### src/hw/rtl/bltd_pkg.sv
`default_nettype none
// ----------------------------------------------------------------------------
// bltd_pkg
// Shared types, codes and constants of the backlight thermal derate dimmer.
// ----------------------------------------------------------------------------
package bltd_pkg;

    localparam int SAMPLE_BITS = 12;
    localparam int AVG_DEPTH   = 16;
    localparam int RING_AW     = $clog2(AVG_DEPTH);
    localparam int SUM_W       = SAMPLE_BITS + RING_AW;
    localparam int CFG_IDX_W   = 3;
    localparam int CFG_DATA_W  = 16;
    localparam int OQ_DEPTH    = 4;

    typedef enum logic [1:0] {
        CMD_SAMPLE = 2'd0,
        CMD_DIM    = 2'd1,
        CMD_TICK   = 2'd2,
        CMD_NONE   = 2'd3
    } t_cmd;

    typedef enum logic [1:0] {
        MODE_NORMAL = 2'd0,
        MODE_BURN   = 2'd1,
        MODE_BOIL   = 2'd2,
        MODE_SCORCH = 2'd3
    } t_mode;

    localparam logic [CFG_IDX_W-1:0] REG_ENTER_BURN   = 3'd0;
    localparam logic [CFG_IDX_W-1:0] REG_ENTER_BOIL   = 3'd1;
    localparam logic [CFG_IDX_W-1:0] REG_ENTER_SCORCH = 3'd2;
    localparam logic [CFG_IDX_W-1:0] REG_RECOVER      = 3'd3;
    localparam logic [CFG_IDX_W-1:0] REG_DUTY_UNIT    = 3'd4;
    localparam logic [CFG_IDX_W-1:0] REG_DUTY_PERIOD  = 3'd5;
    localparam logic [CFG_IDX_W-1:0] REG_BATT_PROTECT = 3'd6;
    localparam logic [CFG_IDX_W-1:0] REG_RECOVER_TICK = 3'd7;

    localparam logic [7:0] SW_FADE = 8'd1;
    localparam logic [7:0] SW_RAMP = 8'd2;

    localparam logic [6:0] LIMIT_FULL = 7'd100;
    localparam logic [6:0] LIMIT_BURN = 7'd60;
    localparam logic [6:0] LIMIT_HOT  = 7'd20;
    localparam logic [6:0] RAMP_STEP  = 7'd4;

    typedef struct packed {
        t_cmd                   cmd;
        logic [SAMPLE_BITS-1:0] temp_sample;
        logic [7:0]             backlight_switch;
        logic [7:0]             brightness_target;
    } t_item;

    typedef struct packed {
        logic [15:0] duty;
        logic        pwm_enabled;
        logic [1:0]  thermal_mode;
        logic        derating_active;
        logic [6:0]  brightness_limit;
        logic        derate_report;
        logic [6:0]  brightness_now;
    } t_result;

    typedef struct packed {
        logic                   en;
        logic [RING_AW-1:0]     addr;
        logic [SAMPLE_BITS-1:0] data;
    } t_ring_wr;

endpackage
`default_nettype wire

### src/hw/rtl/bltd_in_if.sv
`default_nettype none
// ----------------------------------------------------------------------------
// bltd_in_if
// Input channel: command items with valid/ready handshake.
// ----------------------------------------------------------------------------
interface bltd_in_if;
    logic                             valid;
    logic                             ready;
    logic [1:0]                       cmd;
    logic [bltd_pkg::SAMPLE_BITS-1:0] temp_sample;
    logic [7:0]                       backlight_switch;
    logic [7:0]                       brightness_target;

    modport source (
        output valid, cmd, temp_sample, backlight_switch, brightness_target,
        input  ready
    );
    modport sink (
        input  valid, cmd, temp_sample, backlight_switch, brightness_target,
        output ready
    );
endinterface
`default_nettype wire

### src/hw/rtl/bltd_out_if.sv
`default_nettype none
// ----------------------------------------------------------------------------
// bltd_out_if
// Output channel: one status result per transaction, valid/ready handshake.
// ----------------------------------------------------------------------------
interface bltd_out_if;
    logic        valid;
    logic        ready;
    logic [15:0] duty;
    logic        pwm_enabled;
    logic [1:0]  thermal_mode;
    logic        derating_active;
    logic [6:0]  brightness_limit;
    logic        derate_report;
    logic [6:0]  brightness_now;

    modport source (
        output valid, duty, pwm_enabled, thermal_mode, derating_active,
               brightness_limit, derate_report, brightness_now,
        input  ready
    );
    modport sink (
        input  valid, duty, pwm_enabled, thermal_mode, derating_active,
               brightness_limit, derate_report, brightness_now,
        output ready
    );
endinterface
`default_nettype wire

### src/hw/rtl/backlight_thermal_derate_dimmer.sv
`default_nettype none
// ----------------------------------------------------------------------------
// backlight_thermal_derate_dimmer
// Backlight PWM dimmer with thermally derated brightness limit.
// ----------------------------------------------------------------------------
// One transaction per clock is sustained while input ready is high. Inside:
// on acceptance of a sample item the oldest sample is read from the 16-entry ring
// RAM; in the next cycle the running sum, mode machine, dimming and duty are updated,
// the new sample is written back and the result enters a four-entry output queue.
// Input ready stays high while fewer than four transactions are in flight, so
// a waiting result does not stop new items. Entries of the ring not yet
// written read as zero through a fill flag; there is no clearing pass.
// ----------------------------------------------------------------------------
module backlight_thermal_derate_dimmer #(
    parameter int OQ_DEPTH = bltd_pkg::OQ_DEPTH
) (
    input  wire logic                               i_clk,
    input  wire logic                               i_rst_n,
    bltd_in_if.sink                                 i_in,
    bltd_out_if.source                              o_out,
    input  wire logic                               i_cfg_we,
    input  wire logic [bltd_pkg::CFG_IDX_W-1:0]     i_cfg_idx,
    input  wire logic [bltd_pkg::CFG_DATA_W-1:0]    i_cfg_data
);

    localparam int CW = $clog2(OQ_DEPTH + 1);

    logic                             accept;
    logic                             r_s1_valid;
    bltd_pkg::t_item                  r_s1_item;
    bltd_pkg::t_item                  in_item;
    bltd_pkg::t_ring_wr               ring_wr;
    logic [bltd_pkg::RING_AW-1:0]     ring_idx;
    logic [bltd_pkg::SAMPLE_BITS-1:0] ring_old;
    bltd_pkg::t_result                res;
    bltd_pkg::t_result                oq_data;
    logic [CW-1:0]                    oq_count;
    logic [CW:0]                      in_flight;

    assign in_item.cmd               = bltd_pkg::t_cmd'(i_in.cmd);
    assign in_item.temp_sample       = i_in.temp_sample;
    assign in_item.backlight_switch  = i_in.backlight_switch;
    assign in_item.brightness_target = i_in.brightness_target;

    assign in_flight  = (CW+1)'(oq_count) + (CW+1)'(r_s1_valid);
    assign i_in.ready = (in_flight < (CW+1)'(OQ_DEPTH));
    assign accept     = i_in.valid && i_in.ready;

    always_ff @(posedge i_clk) begin
        if (!i_rst_n) begin
            r_s1_valid <= 1'b0;
        end else begin
            r_s1_valid <= accept;
        end
    end

    always_ff @(posedge i_clk) begin
        if (accept) begin
            r_s1_item <= in_item;
        end
    end

    bltd_ring u_ring (
        .i_clk    (i_clk),
        .i_rst_n  (i_rst_n),
        .i_rd_en  (accept && in_item.cmd == bltd_pkg::CMD_SAMPLE),
        .i_wr     (ring_wr),
        .o_rd_idx (ring_idx),
        .o_old    (ring_old)
    );

    bltd_ctrl u_ctrl (
        .i_clk      (i_clk),
        .i_rst_n    (i_rst_n),
        .i_cfg_we   (i_cfg_we),
        .i_cfg_idx  (i_cfg_idx),
        .i_cfg_data (i_cfg_data),
        .i_valid    (r_s1_valid),
        .i_item     (r_s1_item),
        .i_idx      (ring_idx),
        .i_old      (ring_old),
        .o_wr       (ring_wr),
        .o_res      (res)
    );

    bltd_oq #(
        .DEPTH (OQ_DEPTH)
    ) u_oq (
        .i_clk   (i_clk),
        .i_rst_n (i_rst_n),
        .i_push  (r_s1_valid),
        .i_data  (res),
        .i_pop   (o_out.ready),
        .o_valid (o_out.valid),
        .o_data  (oq_data),
        .o_count (oq_count)
    );

    assign o_out.duty             = oq_data.duty;
    assign o_out.pwm_enabled      = oq_data.pwm_enabled;
    assign o_out.thermal_mode     = oq_data.thermal_mode;
    assign o_out.derating_active  = oq_data.derating_active;
    assign o_out.brightness_limit = oq_data.brightness_limit;
    assign o_out.derate_report    = oq_data.derate_report;
    assign o_out.brightness_now   = oq_data.brightness_now;

endmodule
`default_nettype wire

### src/hw/rtl/bltd_ring.sv
`default_nettype none
// ----------------------------------------------------------------------------
// bltd_ring
// Sample ring RAM: read of the oldest entry on acceptance, write-back later.
// ----------------------------------------------------------------------------
module bltd_ring (
    input  wire logic                                 i_clk,
    input  wire logic                                 i_rst_n,
    input  wire logic                                 i_rd_en,
    input  wire bltd_pkg::t_ring_wr                   i_wr,
    output logic     [bltd_pkg::RING_AW-1:0]          o_rd_idx,
    output logic     [bltd_pkg::SAMPLE_BITS-1:0]      o_old
);

    logic [bltd_pkg::SAMPLE_BITS-1:0] r_mem [bltd_pkg::AVG_DEPTH];
    logic [bltd_pkg::SAMPLE_BITS-1:0] r_rd_data;
    logic [bltd_pkg::RING_AW-1:0]     r_idx;
    logic [bltd_pkg::RING_AW-1:0]     r_rd_idx;
    logic                             r_wrapped;
    logic                             r_old_ok;

    always_ff @(posedge i_clk) begin
        if (i_wr.en) begin
            r_mem[i_wr.addr] <= i_wr.data;
        end
        if (i_rd_en) begin
            r_rd_data <= r_mem[r_idx];
            r_rd_idx  <= r_idx;
        end
    end

    // entries not yet written read as zero until the index has wrapped once
    always_ff @(posedge i_clk) begin
        if (!i_rst_n) begin
            r_idx     <= '0;
            r_wrapped <= 1'b0;
            r_old_ok  <= 1'b0;
        end else if (i_rd_en) begin
            r_idx    <= r_idx + 1'b1;
            r_old_ok <= r_wrapped;
            if (r_idx == bltd_pkg::RING_AW'(bltd_pkg::AVG_DEPTH - 1)) begin
                r_wrapped <= 1'b1;
            end
        end
    end

    assign o_rd_idx = r_rd_idx;
    assign o_old    = r_old_ok ? r_rd_data : '0;

endmodule
`default_nettype wire

### src/hw/rtl/bltd_ctrl.sv
`default_nettype none
// ----------------------------------------------------------------------------
// bltd_ctrl
// Configuration registers, running sum, derating modes, dimming and duty.
// ----------------------------------------------------------------------------
module bltd_ctrl (
    input  wire logic                                 i_clk,
    input  wire logic                                 i_rst_n,
    input  wire logic                                 i_cfg_we,
    input  wire logic    [bltd_pkg::CFG_IDX_W-1:0]    i_cfg_idx,
    input  wire logic    [bltd_pkg::CFG_DATA_W-1:0]   i_cfg_data,
    input  wire logic                                 i_valid,
    input  wire bltd_pkg::t_item                      i_item,
    input  wire logic    [bltd_pkg::RING_AW-1:0]      i_idx,
    input  wire logic    [bltd_pkg::SAMPLE_BITS-1:0]  i_old,
    output bltd_pkg::t_ring_wr                        o_wr,
    output bltd_pkg::t_result                         o_res
);

    logic [11:0] r_enter_burn;
    logic [11:0] r_enter_boil;
    logic [11:0] r_enter_scorch;
    logic [11:0] r_recover;
    logic [15:0] r_duty_unit;
    logic [15:0] r_duty_period;
    logic        r_batt_protect;
    logic [7:0]  r_recover_ticks;

    logic [bltd_pkg::SUM_W-1:0] r_sum, n_sum;
    logic                       r_full, n_full;
    bltd_pkg::t_mode            r_mode, n_mode;
    logic                       r_derate, n_derate;
    logic                       r_pending, n_pending;
    logic [6:0]                 r_limit, n_limit;
    logic [7:0]                 r_hold, n_hold;
    logic                       r_hold_run, n_hold_run;
    logic [6:0]                 r_bright, n_bright;
    logic [6:0]                 r_fade, n_fade;
    logic                       r_pwm, n_pwm;
    logic [15:0]                r_duty, n_duty;

    logic                             report;
    logic [bltd_pkg::SAMPLE_BITS-1:0] avg;
    logic [7:0]                       tgt8;
    logic [6:0]                       tgt;
    logic [6:0]                       fade_inc;
    logic [6:0]                       fade_use;
    logic [6:0]                       diff;
    logic [22:0]                      prod;

    function automatic logic [6:0] ramp(input logic [6:0] b, input logic [6:0] t);
        logic [6:0] res;
        res = b;
        if (b > t) begin
            res = ((b - t) < bltd_pkg::RAMP_STEP) ? t : b - bltd_pkg::RAMP_STEP;
        end else if (b < t) begin
            res = ((t - b) < bltd_pkg::RAMP_STEP) ? t : b + bltd_pkg::RAMP_STEP;
        end
        return res;
    endfunction

    always_ff @(posedge i_clk) begin
        if (!i_rst_n) begin
            r_enter_burn    <= 12'd1800;
            r_enter_boil    <= 12'd1700;
            r_enter_scorch  <= 12'd1400;
            r_recover       <= 12'd2000;
            r_duty_unit     <= 16'd10;
            r_duty_period   <= 16'd1000;
            r_batt_protect  <= 1'b0;
            r_recover_ticks <= 8'd30;
        end else if (i_cfg_we) begin
            unique case (i_cfg_idx)
                bltd_pkg::REG_ENTER_BURN:   r_enter_burn    <= i_cfg_data[11:0];
                bltd_pkg::REG_ENTER_BOIL:   r_enter_boil    <= i_cfg_data[11:0];
                bltd_pkg::REG_ENTER_SCORCH: r_enter_scorch  <= i_cfg_data[11:0];
                bltd_pkg::REG_RECOVER:      r_recover       <= i_cfg_data[11:0];
                bltd_pkg::REG_DUTY_UNIT:    r_duty_unit     <= i_cfg_data;
                bltd_pkg::REG_DUTY_PERIOD:  r_duty_period   <= i_cfg_data;
                bltd_pkg::REG_BATT_PROTECT: r_batt_protect  <= i_cfg_data[0];
                bltd_pkg::REG_RECOVER_TICK: r_recover_ticks <= i_cfg_data[7:0];
                default: ;
            endcase
        end
    end

    always_comb begin
        n_sum      = r_sum;
        n_full     = r_full;
        n_mode     = r_mode;
        n_derate   = r_derate;
        n_pending  = r_pending;
        n_limit    = r_limit;
        n_hold     = r_hold;
        n_hold_run = r_hold_run;
        n_bright   = r_bright;
        n_fade     = r_fade;
        n_pwm      = r_pwm;
        n_duty     = r_duty;
        report     = 1'b0;
        avg        = '0;
        tgt8       = '0;
        tgt        = '0;
        fade_inc   = '0;
        fade_use   = '0;
        diff       = '0;
        prod       = '0;

        o_wr.en   = 1'b0;
        o_wr.addr = i_idx;
        o_wr.data = i_item.temp_sample;

        unique case (i_item.cmd)
            bltd_pkg::CMD_SAMPLE: begin
                o_wr.en = i_valid;
                n_sum   = r_sum - bltd_pkg::SUM_W'(i_old)
                               + bltd_pkg::SUM_W'(i_item.temp_sample);
                if (i_idx == bltd_pkg::RING_AW'(bltd_pkg::AVG_DEPTH - 1)) begin
                    n_full = 1'b1;
                end
                avg = n_sum[bltd_pkg::SUM_W-1 -: bltd_pkg::SAMPLE_BITS];
                if (n_full) begin
                    if (r_mode == bltd_pkg::MODE_NORMAL) begin
                        n_derate = 1'b0;
                        n_limit  = bltd_pkg::LIMIT_FULL;
                        if (avg < r_enter_burn) begin
                            n_derate  = 1'b1;
                            n_pending = 1'b1;
                            n_mode    = bltd_pkg::MODE_BURN;
                        end
                    end else begin
                        n_derate = 1'b1;
                        n_limit  = (r_mode == bltd_pkg::MODE_BURN) ?
                                   bltd_pkg::LIMIT_BURN : bltd_pkg::LIMIT_HOT;
                        priority if (avg > r_recover) begin
                            n_hold_run = 1'b1;
                            if (r_hold > r_recover_ticks) begin
                                n_hold_run = 1'b0;
                                n_hold     = '0;
                                n_derate   = 1'b0;
                                n_pending  = 1'b1;
                                n_mode     = bltd_pkg::MODE_NORMAL;
                            end
                        end else if (r_mode == bltd_pkg::MODE_BURN
                                     && avg < r_enter_boil) begin
                            n_pending = 1'b1;
                            n_mode    = bltd_pkg::MODE_BOIL;
                        end else if (r_mode == bltd_pkg::MODE_BOIL
                                     && avg < r_enter_scorch) begin
                            n_pending = 1'b1;
                            n_mode    = bltd_pkg::MODE_SCORCH;
                        end else begin
                            n_mode = r_mode;
                        end
                    end
                end
            end
            bltd_pkg::CMD_DIM: begin
                tgt8     = (i_item.brightness_target > {1'b0, r_limit}) ?
                           {1'b0, r_limit} : i_item.brightness_target;
                tgt      = tgt8[6:0];
                fade_inc = r_fade + bltd_pkg::RAMP_STEP;
                fade_use = (r_fade != tgt) ? ((fade_inc > tgt) ? tgt : fade_inc) : tgt;
                if (i_item.backlight_switch == bltd_pkg::SW_RAMP) begin
                    n_fade   = '0;
                    n_bright = ramp(r_bright, tgt);
                    n_pwm    = ~r_batt_protect;
                end else if (i_item.backlight_switch == bltd_pkg::SW_FADE) begin
                    n_fade   = fade_use;
                    n_bright = ramp(r_bright, tgt);
                    if (r_fade == tgt) begin
                        n_pwm = 1'b0;
                    end
                end
                if (i_item.backlight_switch == bltd_pkg::SW_RAMP
                    || i_item.backlight_switch == bltd_pkg::SW_FADE) begin
                    diff   = (n_bright >= n_fade) ? n_bright - n_fade : '0;
                    prod   = 23'(diff) * 23'(r_duty_unit);
                    n_duty = (prod > 23'(r_duty_period)) ? r_duty_period : prod[15:0];
                end
                report    = r_pending;
                n_pending = 1'b0;
            end
            bltd_pkg::CMD_TICK: begin
                if (r_hold_run && r_hold != 8'hFF) begin
                    n_hold = r_hold + 8'd1;
                end
            end
            default: ;
        endcase
    end

    always_ff @(posedge i_clk) begin
        if (!i_rst_n) begin
            r_sum      <= '0;
            r_full     <= 1'b0;
            r_mode     <= bltd_pkg::MODE_NORMAL;
            r_derate   <= 1'b0;
            r_pending  <= 1'b0;
            r_limit    <= bltd_pkg::LIMIT_FULL;
            r_hold     <= '0;
            r_hold_run <= 1'b0;
            r_bright   <= '0;
            r_fade     <= '0;
            r_pwm      <= 1'b1;
            r_duty     <= '0;
        end else if (i_valid) begin
            r_sum      <= n_sum;
            r_full     <= n_full;
            r_mode     <= n_mode;
            r_derate   <= n_derate;
            r_pending  <= n_pending;
            r_limit    <= n_limit;
            r_hold     <= n_hold;
            r_hold_run <= n_hold_run;
            r_bright   <= n_bright;
            r_fade     <= n_fade;
            r_pwm      <= n_pwm;
            r_duty     <= n_duty;
        end
    end

    always_comb begin
        o_res.duty             = n_duty;
        o_res.pwm_enabled      = n_pwm;
        o_res.thermal_mode     = n_mode;
        o_res.derating_active  = n_derate;
        o_res.brightness_limit = n_limit;
        o_res.derate_report    = report;
        o_res.brightness_now   = n_bright;
    end

endmodule
`default_nettype wire

### src/hw/rtl/bltd_oq.sv
`default_nettype none
// ----------------------------------------------------------------------------
// bltd_oq
// Output queue: holds finished results until the sink takes them.
// ----------------------------------------------------------------------------
module bltd_oq #(
    parameter int DEPTH = bltd_pkg::OQ_DEPTH
) (
    input  wire logic                        i_clk,
    input  wire logic                        i_rst_n,
    input  wire logic                        i_push,
    input  wire bltd_pkg::t_result           i_data,
    input  wire logic                        i_pop,
    output logic                             o_valid,
    output bltd_pkg::t_result                o_data,
    output logic [$clog2(DEPTH+1)-1:0]       o_count
);

    localparam int AW = (DEPTH > 1) ? $clog2(DEPTH) : 1;
    localparam int CW = $clog2(DEPTH + 1);

    bltd_pkg::t_result r_buf [DEPTH];
    logic [AW-1:0]     r_wptr, r_rptr;
    logic [CW-1:0]     r_count;
    logic              pop_ok;

    assign pop_ok = i_pop && (r_count != '0);

    function automatic logic [AW-1:0] wrap_inc(input logic [AW-1:0] p);
        return (p == AW'(DEPTH - 1)) ? '0 : p + 1'b1;
    endfunction

    always_ff @(posedge i_clk) begin
        if (i_push) begin
            r_buf[r_wptr] <= i_data;
        end
    end

    always_ff @(posedge i_clk) begin
        if (!i_rst_n) begin
            r_wptr  <= '0;
            r_rptr  <= '0;
            r_count <= '0;
        end else begin
            if (i_push) begin
                r_wptr <= wrap_inc(r_wptr);
            end
            if (pop_ok) begin
                r_rptr <= wrap_inc(r_rptr);
            end
            r_count <= r_count + CW'(i_push) - CW'(pop_ok);
        end
    end

    assign o_valid = (r_count != '0);
    assign o_data  = r_buf[r_rptr];
    assign o_count = r_count;

endmodule
`default_nettype wire

### src/flat_wrapper.sv
// flat-port wrapper written by rule: the top's interface ports become plain ports
module backlight_thermal_derate_dimmer_flat 
#(
    parameter int OQ_DEPTH = bltd_pkg::OQ_DEPTH
)
  (i_clk, i_rst_n, i_cfg_we, i_cfg_idx, i_cfg_data, i_in_valid, i_in_cmd, i_in_temp_sample, i_in_backlight_switch, i_in_brightness_target, i_in_ready, o_out_valid, o_out_duty, o_out_pwm_enabled, o_out_thermal_mode, o_out_derating_active, o_out_brightness_limit, o_out_derate_report, o_out_brightness_now, o_out_ready);
  bltd_in_if i_in_i ();
  bltd_out_if o_out_i ();
  input  wire logic i_clk;
  input  wire logic i_rst_n;
  input  wire logic i_cfg_we;
  input  wire logic [bltd_pkg::CFG_IDX_W-1:0] i_cfg_idx;
  input  wire logic [bltd_pkg::CFG_DATA_W-1:0] i_cfg_data;
  input wire logic [$bits(i_in_i.valid)-1:0] i_in_valid;
  input wire logic [$bits(i_in_i.cmd)-1:0] i_in_cmd;
  input wire logic [$bits(i_in_i.temp_sample)-1:0] i_in_temp_sample;
  input wire logic [$bits(i_in_i.backlight_switch)-1:0] i_in_backlight_switch;
  input wire logic [$bits(i_in_i.brightness_target)-1:0] i_in_brightness_target;
  output wire logic [$bits(i_in_i.ready)-1:0] i_in_ready;
  output wire logic [$bits(o_out_i.valid)-1:0] o_out_valid;
  output wire logic [$bits(o_out_i.duty)-1:0] o_out_duty;
  output wire logic [$bits(o_out_i.pwm_enabled)-1:0] o_out_pwm_enabled;
  output wire logic [$bits(o_out_i.thermal_mode)-1:0] o_out_thermal_mode;
  output wire logic [$bits(o_out_i.derating_active)-1:0] o_out_derating_active;
  output wire logic [$bits(o_out_i.brightness_limit)-1:0] o_out_brightness_limit;
  output wire logic [$bits(o_out_i.derate_report)-1:0] o_out_derate_report;
  output wire logic [$bits(o_out_i.brightness_now)-1:0] o_out_brightness_now;
  input wire logic [$bits(o_out_i.ready)-1:0] o_out_ready;
  assign i_in_i.valid = i_in_valid;
  assign i_in_i.cmd = i_in_cmd;
  assign i_in_i.temp_sample = i_in_temp_sample;
  assign i_in_i.backlight_switch = i_in_backlight_switch;
  assign i_in_i.brightness_target = i_in_brightness_target;
  assign i_in_ready = i_in_i.ready;
  assign o_out_valid = o_out_i.valid;
  assign o_out_duty = o_out_i.duty;
  assign o_out_pwm_enabled = o_out_i.pwm_enabled;
  assign o_out_thermal_mode = o_out_i.thermal_mode;
  assign o_out_derating_active = o_out_i.derating_active;
  assign o_out_brightness_limit = o_out_i.brightness_limit;
  assign o_out_derate_report = o_out_i.derate_report;
  assign o_out_brightness_now = o_out_i.brightness_now;
  assign o_out_i.ready = o_out_ready;
  backlight_thermal_derate_dimmer #(.OQ_DEPTH(OQ_DEPTH)) u_core (.i_clk(i_clk), .i_rst_n(i_rst_n), .i_in(i_in_i), .o_out(o_out_i), .i_cfg_we(i_cfg_we), .i_cfg_idx(i_cfg_idx), .i_cfg_data(i_cfg_data));
endmodule
### config.mk
export PLATFORM = sky130hd
export DESIGN_NAME = backlight_thermal_derate_dimmer_flat
export DESIGN_NICKNAME = d
export VERILOG_FILES = /design/src/hw/rtl/bltd_pkg.sv /design/src/hw/rtl/bltd_in_if.sv /design/src/hw/rtl/bltd_out_if.sv /design/src/hw/rtl/backlight_thermal_derate_dimmer.sv /design/src/hw/rtl/bltd_ring.sv /design/src/hw/rtl/bltd_ctrl.sv /design/src/hw/rtl/bltd_oq.sv /design/src/flat_wrapper.sv
export SDC_FILE = /design/constraint.sdc
export NUM_CORES = 1
export LEC_CHECK = 0
export BUFFER_PORTS_ARGS = -buffer_cell sky130_fd_sc_hd__buf_2
export CORE_MARGIN = 2
export CORE_UTILIZATION = 50
export CTS_BUF_LIST = sky130_fd_sc_hd__clkbuf_16
export DETAILED_ROUTE_END_ITERATION = 10
export HOLD_SLACK_MARGIN = 0.12
export PLACE_DENSITY = 0.66
export SETUP_SLACK_MARGIN = 0.2
export SLEW_MARGIN = 5
export SYNTH_ARGS = -nofsm -noshare
export SYNTH_HDL_FRONTEND = slang
export SYNTH_HIERARCHICAL = 1
export SYNTH_SLANG_ARGS = --single-unit
### constraint.sdc
create_clock -name i_clk -period 30.6 [get_ports i_clk]
set_input_delay 1.53 -clock i_clk [delete_from_list [all_inputs] [get_ports i_clk]]
set_output_delay 1.53 -clock i_clk [all_outputs]
set_load 0.02 [all_outputs]
# Yosys cells after proc, flatten, opt, wreduce, memory -nomap -nowiden
# Memories as Yosys holds them, arrays and structs flattened. A register that Yosys moved wholly into a read port is not among the register bits.
# Index checks and enable logic that the tools add are counted.
# classes
add_sub_neg,15
multipliers,1
magnitude_cmp,14
mux,67
n_eq_ne,28
n_reduce_logical,28
n_bitwise,2
# op_table
cell,n
$mux 7,18
$mux 16,3
$mux 8,5
$lt 12x12->1,3
$mux 1,25
$mux 2,12
$gt 23x16->1,1
$mul 7x16->23,1
$reduce_and 2->1,11
$sub 7x7->7,3
$add 16x12->16,1
$pmux 8 s2,1
$sub 16x12->16,1
$add 7x3->7 const B,2
$gt 7x7->1,2
$lt 7x3->1 const B,2
$eq 3x3->1 const B,4
$gt 12x12->1,1
$mux 12,1
$ne 2x2->1 const B,5
$add 8x1->8 const B,1
$eq 2x2->1 const B,4
$eq 4x4->1 const B,2
$eq 8x1->1 const B,1
other kinds (33),45
# word_totals
n_memories,2
word_cells,189
ramBits,332
regBits,205
in_bits,54
output_inout_bits,37
# mem_list
name,depth,width,read_ports,rd_ports_with_merged_regs,write_ports,line,rtl
u_core.u_ring.r_mem,16,12,1,1,1,bltd_ring.sv:15,logic [bltd_pkg::SAMPLE_BITS-1:0] r_mem [bltd_pkg::AVG_DEPTH];
u_core.u_oq.r_buf,4,35,1,1,1,bltd_oq.sv:22,bltd_pkg::t_result r_buf [DEPTH];

# Logic depth before layout (Yosys ltp)
# depth
word_depth,17
mapped_depth,61
mapped_depth_nobuf,55

# Cells and area by module
# The synthesis kept the hierarchy.
# modules_own_cells
module,cells_per_inst,area_per_inst_um2,seq_area_each_um2,instances
bltd_ctrl,1919,15021.9,3143.0,1
bltd_ring,370,8159.1,6366.1,1
bltd_oq,228,5570.3,4384.2,1
backlight_thermal_derate_dimmer,37,965.9,920.9,1

# Least setup slack after synthesis
# Ideal clock, no wire load.
# synth_path
kind,register -> register
from,reg u_core/r_s1_item[6] in the netlist's numbering
to,mem u_core/u_oq/r_buf[0][19] in the netlist's numbering (data pin)
stages_incl_launch_ff,55
setup_time_ns,0.266
path_slack_ns,18.750
arrival_ns,11.583
synth_period_minus_slack_ns,11.850
required_ns,30.334
path_buffers,7
path_cell_list,edfxtp_1 ha_1 and4b_1 buf_2 nand2_1 o31ai_4 a211oi_2 inv_1 ha_1 clkbuf_1 nand2_1 nor4_1 nor4_1 a2111o_1 or2_1 buf_6 o22ai_2 nand3b_1 [... 19 more ...] ha_1 o211a_1 o211a_1 a211oi_1 or4b_2 nand2b_1 a21oi_1 xnor2_1 ha_1 nor4_1 a21oi_1 nor4_1 nand4_1 buf_2 buf_4 nand2_1 o21ai_0 mux2_2
# synth_rtl
item,line,rtl
from (decl),backlight_thermal_derate_dimmer.sv:30,bltd_pkg::t_item r_s1_item;
from (signal assigned),backlight_thermal_derate_dimmer.sv:59,r_s1_item <= in_item;
to (decl),bltd_oq.sv:22,

==> flow_metrics.tcl <==
set metrics [dict create \
    outcome "complete, no violations" \
    nFillCells 4928 \
    drcViolationCount 0 \
    core_um2 58900 \
    fin_worst_skew_ns 0.0308 \
    cts_setup_buffers 0 \
    clock_latency_ns 0.63 \
    io_pins 91 \
    core.rowCount 89 \
    hold_depth 2 \
    setup_violations 0 \
    grt_use_total_pct 22.9 \
    clk_pin_slew_ns 0.06 \
    place.gp.congestion 0.933 \
    crit_slowest_cell "nand4_1" \
    min_to "u_core/u_ctrl/r_enter_burn[1]" \
    firstDrtPassIters 7 \
    synth_area_leaders "edfxtp_1 38%, dfxtp_1 12%, ha_1 7.1%, fa_1 5.6%, mux4_2 4.7%" \
    setup_tns_ns 0 \
    pre_cts_ws_ns 16.20 \
    hp-start "u_core/u_ctrl/r_enter_burn[1]" \
    synth_area_um2 29700 \
    finalHoldViolCount 0 \
    cp_slowest_stage_delay_ns 0.93 \
    synth_area_per_cell_um2 11.6 \
    p_per_area_nw_per_um2 60.5 \
    fin_nets 2940 \
    grt-ovfl-total 0 \
    cp-start-kind "register" \
    ys.flop_type "edfxtp_1" \
    cts_made_buffers 57 \
    cts_sinks 551 \
    cts_root_buffer "clkbuf_16" \
    post-route-period-util_pct 47.7 \
    reg2reg_to "u_core/u_oq/r_buf[2][32]" \
    synth_cell_type_count 94 \
    ctsHoldBuffers 0 \
    wl_per_cell_um 20.1 \
    r2r_cells 46 \
    die_w_um 248 \
    fp.dieH_um 248 \
    slew_headroom_pct 16.3 \
    dr_total_vias 19900 \
    antenna_left 0 \
    path_class "register to register" \
    rsz0062_at_grt "no" \
    yosysSeqAreaShare_pct 49.9 \
    grt_max_degree 72 \
    min_path_type "register to register" \
    utilization_pct 55.7 \
    cp-end-kind "register" \
    synthCells 2554 \
    area_growth_pct 10.4 \
    cp.required_ns 30.97 \
    layout_commonest_cell "edfxtp_1" \
    initial_core_util_pct 50.4 \
    ys_ff_latch 551 \
    dpl.hpwl_um 48400 \
    vdd_drop_max_mv 0.0473 \
    fmax_mhz 68.6 \
    cp_max_fo 17 \
    finalPower_mw 1.99 \
    cts_tree "built" \
    report.final.slew_viol_count 0 \
    timing.rr.start "u_core/r_s1_item[6]" \
    synth_nets 2860 \
    crit_path_frequent_cell "ha_1" \
    synth.top_cell.area_share_pct 38.2 \
    cts_buffer_depth 3 \
    arrival_ns 14.95 \
    antenna_found_initial 5 \
    via_per_inst 5.77 \
    setup_ws_ns 16.02 \
    tightest_slew_ns 1.25 \
    synth_edf_count 378 \
    r2r_setup_slack_ns 16.02 \
    maxCapViolations 0 \
    grt_pass1_wl_um 110000 \
    drive_gt1_share_pct 12.5 \
    yosysWarnings 6 \
    p_leak_nw 12.7 \
    dp_cells 3348 \
    dieArea_um2 61400 \
    cts.htree.levels 2 \
    cts_resized 0 \
    synth_area_leader_cell "edfxtp_1" \
    most-common-layout-cells "378 x edfxtp_1, 317 x nand2_1, 248 x inv_1" \
    io_buffers 90 \
    drt_iter0_markers 1472 \
    postRouteWirelength_um 69300 \
    final_cells 3457 \
    async_reset_ff_share_pct 0 \
    fin_crit_ns 14.58 \
    first_global_vias 19700 \
]
==> area by class of cell <==
type | count | area, um^2 | share of cell area (%)
Timing Repair Buffer | 132 | 766 | 2.33
Multi-Input combinational cell | 1652 | 13400 | 40.9
Inverter | 240 | 901 | 2.75
Clock buffer | 57 | 1430 | 4.35
Antenna cell | 2 | 5.00 | 0.0153
Tap cell | 773 | 967 | 2.95
Clock inverter | 50 | 504 | 1.54
Sequential cell | 551 | 14800 | 45.2
==> layer usage <==
metal	GRT usage (%)	up-vias	wire length, um
met5	0	-	37
met3	3.27	107	3540
met2	37.1	567	32700
met1	32.5	9950	31700
met4	5.57	6	1420
li1	-	9304	-
==> worst max-delay path by stage <==
stage | startpoint | to | cells past startpoint
final | u_core/r_s1_item[6] | u_core/u_oq/r_buf[2][32] | 46
after CTS | u_core/r_s1_item[6] | u_core/u_oq/r_buf[2][32] | 46
after global routing | u_core/u_ctrl/r_limit[6] | u_core/u_oq/r_buf[2][32] | 47
after global placement | u_core/r_s1_item[6] | u_core/u_oq/r_buf[0][32] | 46
after detailed placement | u_core/r_s1_item[2] | u_core/u_oq/r_buf[0][32] | 49
after floorplan | u_core/r_s1_item[6] | u_core/u_oq/r_buf[0][19] | 54
==> per-stage QoR <==
step / instance area (um^2) / hold WS [ns]
5_1_grt: 32800 / 0.476
3_5_place_dp: 30900 / 0.446
3_3_place_gp: 30900 / 0.440
2_1_floorplan: 29700 / 0.432
6_report: 32800 / 0.454
4_1_cts: 32800 / 0.455
==> worst max-delay path: cells and delay by family, from the launching register on <==
kind | cells | cell delay, ns
XOR/XNOR | 1 | 0.17
multiplexers | 2 | 1.00
AND/OR/NAND/NOR | 15 | 5.20
buffers and inverters | 3 | 0.35
AO/OA/AOI/OAI | 16 | 3.42
adder cells (fa/ha/maj) | 9 | 3.73
flip-flops | 1 | 0.43
==> synthesized netlist by cell type (6+ instances only) <==
library cell,instances
nand2_1,317
and2_1,109
a21o_1,31
buf_6,6
clkbuf_1,65
fa_1,83
nand3b_1,6
buf_1,7
a21oi_1,141
mux2_2,14
o21a_1,26
a22oi_1,27
nor3_1,29
o211ai_1,36
o211a_1,10
nand2b_1,24
dfxtp_1,173
nand3_1,35
mux2i_1,37
nor4_1,7
mux4_1,21
buf_4,22
xor2_1,10
a31oi_1,11
edfxtp_1,378
o21ai_0,73
inv_1,239
or3_1,7
buf_2,7
xnor2_1,39
nand4_1,22
or2_2,12
nor2_1,124
and3_1,18
a211oi_1,20
nor2b_1,26
ha_1,169
mux4_2,62
==> flip-flops by register name (all words and copies together), names as in the netlist, 2 cells and up, named ones only <==
| name | cells |
|---|---|
| u_core/u_ctrl/r_duty | 16 |
| u_core/u_ring/r_mem | 192 |
| u_core/u_ring/o_rd_idx | 4 |
| u_core/u_ctrl/r_enter_boil | 12 |
| u_core/u_ctrl/r_enter_burn | 12 |
| u_core/r_s1_item | 30 |
| u_core/u_ctrl/r_duty_period | 16 |
| u_core/u_ctrl/r_mode | 2 |
| u_core/u_oq/r_rptr | 2 |
| u_core/u_oq/r_buf | 140 |
| u_core/u_ring/r_rd_data | 12 |
| u_core/u_ring/r_idx | 4 |
| u_core/u_ctrl/r_fade | 7 |
| u_core/u_ctrl/r_recover_ticks | 8 |
| u_core/u_ctrl/r_duty_unit | 16 |
| u_core/u_ctrl/r_enter_scorch | 12 |
| u_core/u_ctrl/r_recover | 12 |
| u_core/u_ctrl/r_bright | 7 |
| u_core/u_oq/o_count | 3 |
| u_core/u_ctrl/r_hold | 8 |
| u_core/u_oq/r_wptr | 2 |
| u_core/u_ctrl/r_sum | 16 |
| u_core/u_ctrl/r_limit | 7 |
==> report_power, final <==
| part | switching, mW | total (mW) | internal [mW] |
|---|---|---|---|
| logic | 0.256 | 0.431 | 0.175 |
| registers | 0.0222 | 0.848 | 0.826 |
| clock network | 0.297 | 0.706 | 0.410 |
==> cell families (layout without fill, tap and decap cells) <==
group                      Yosys count  in the layout  synth area share, %
muxes                              135            135                 8.37
other                                0              2                    0
buffers and inverters              351            479                 5.06
xor gates and xnor gates            50             50                 1.52
and+or+nand+nor                    764            764                 12.4
AOI/OAI and AO/OA                  451            451                 10.1
adders and majority gates          252            252                 12.7
DFF                                551            551                 49.9
(Power assumes the default switching activity.)
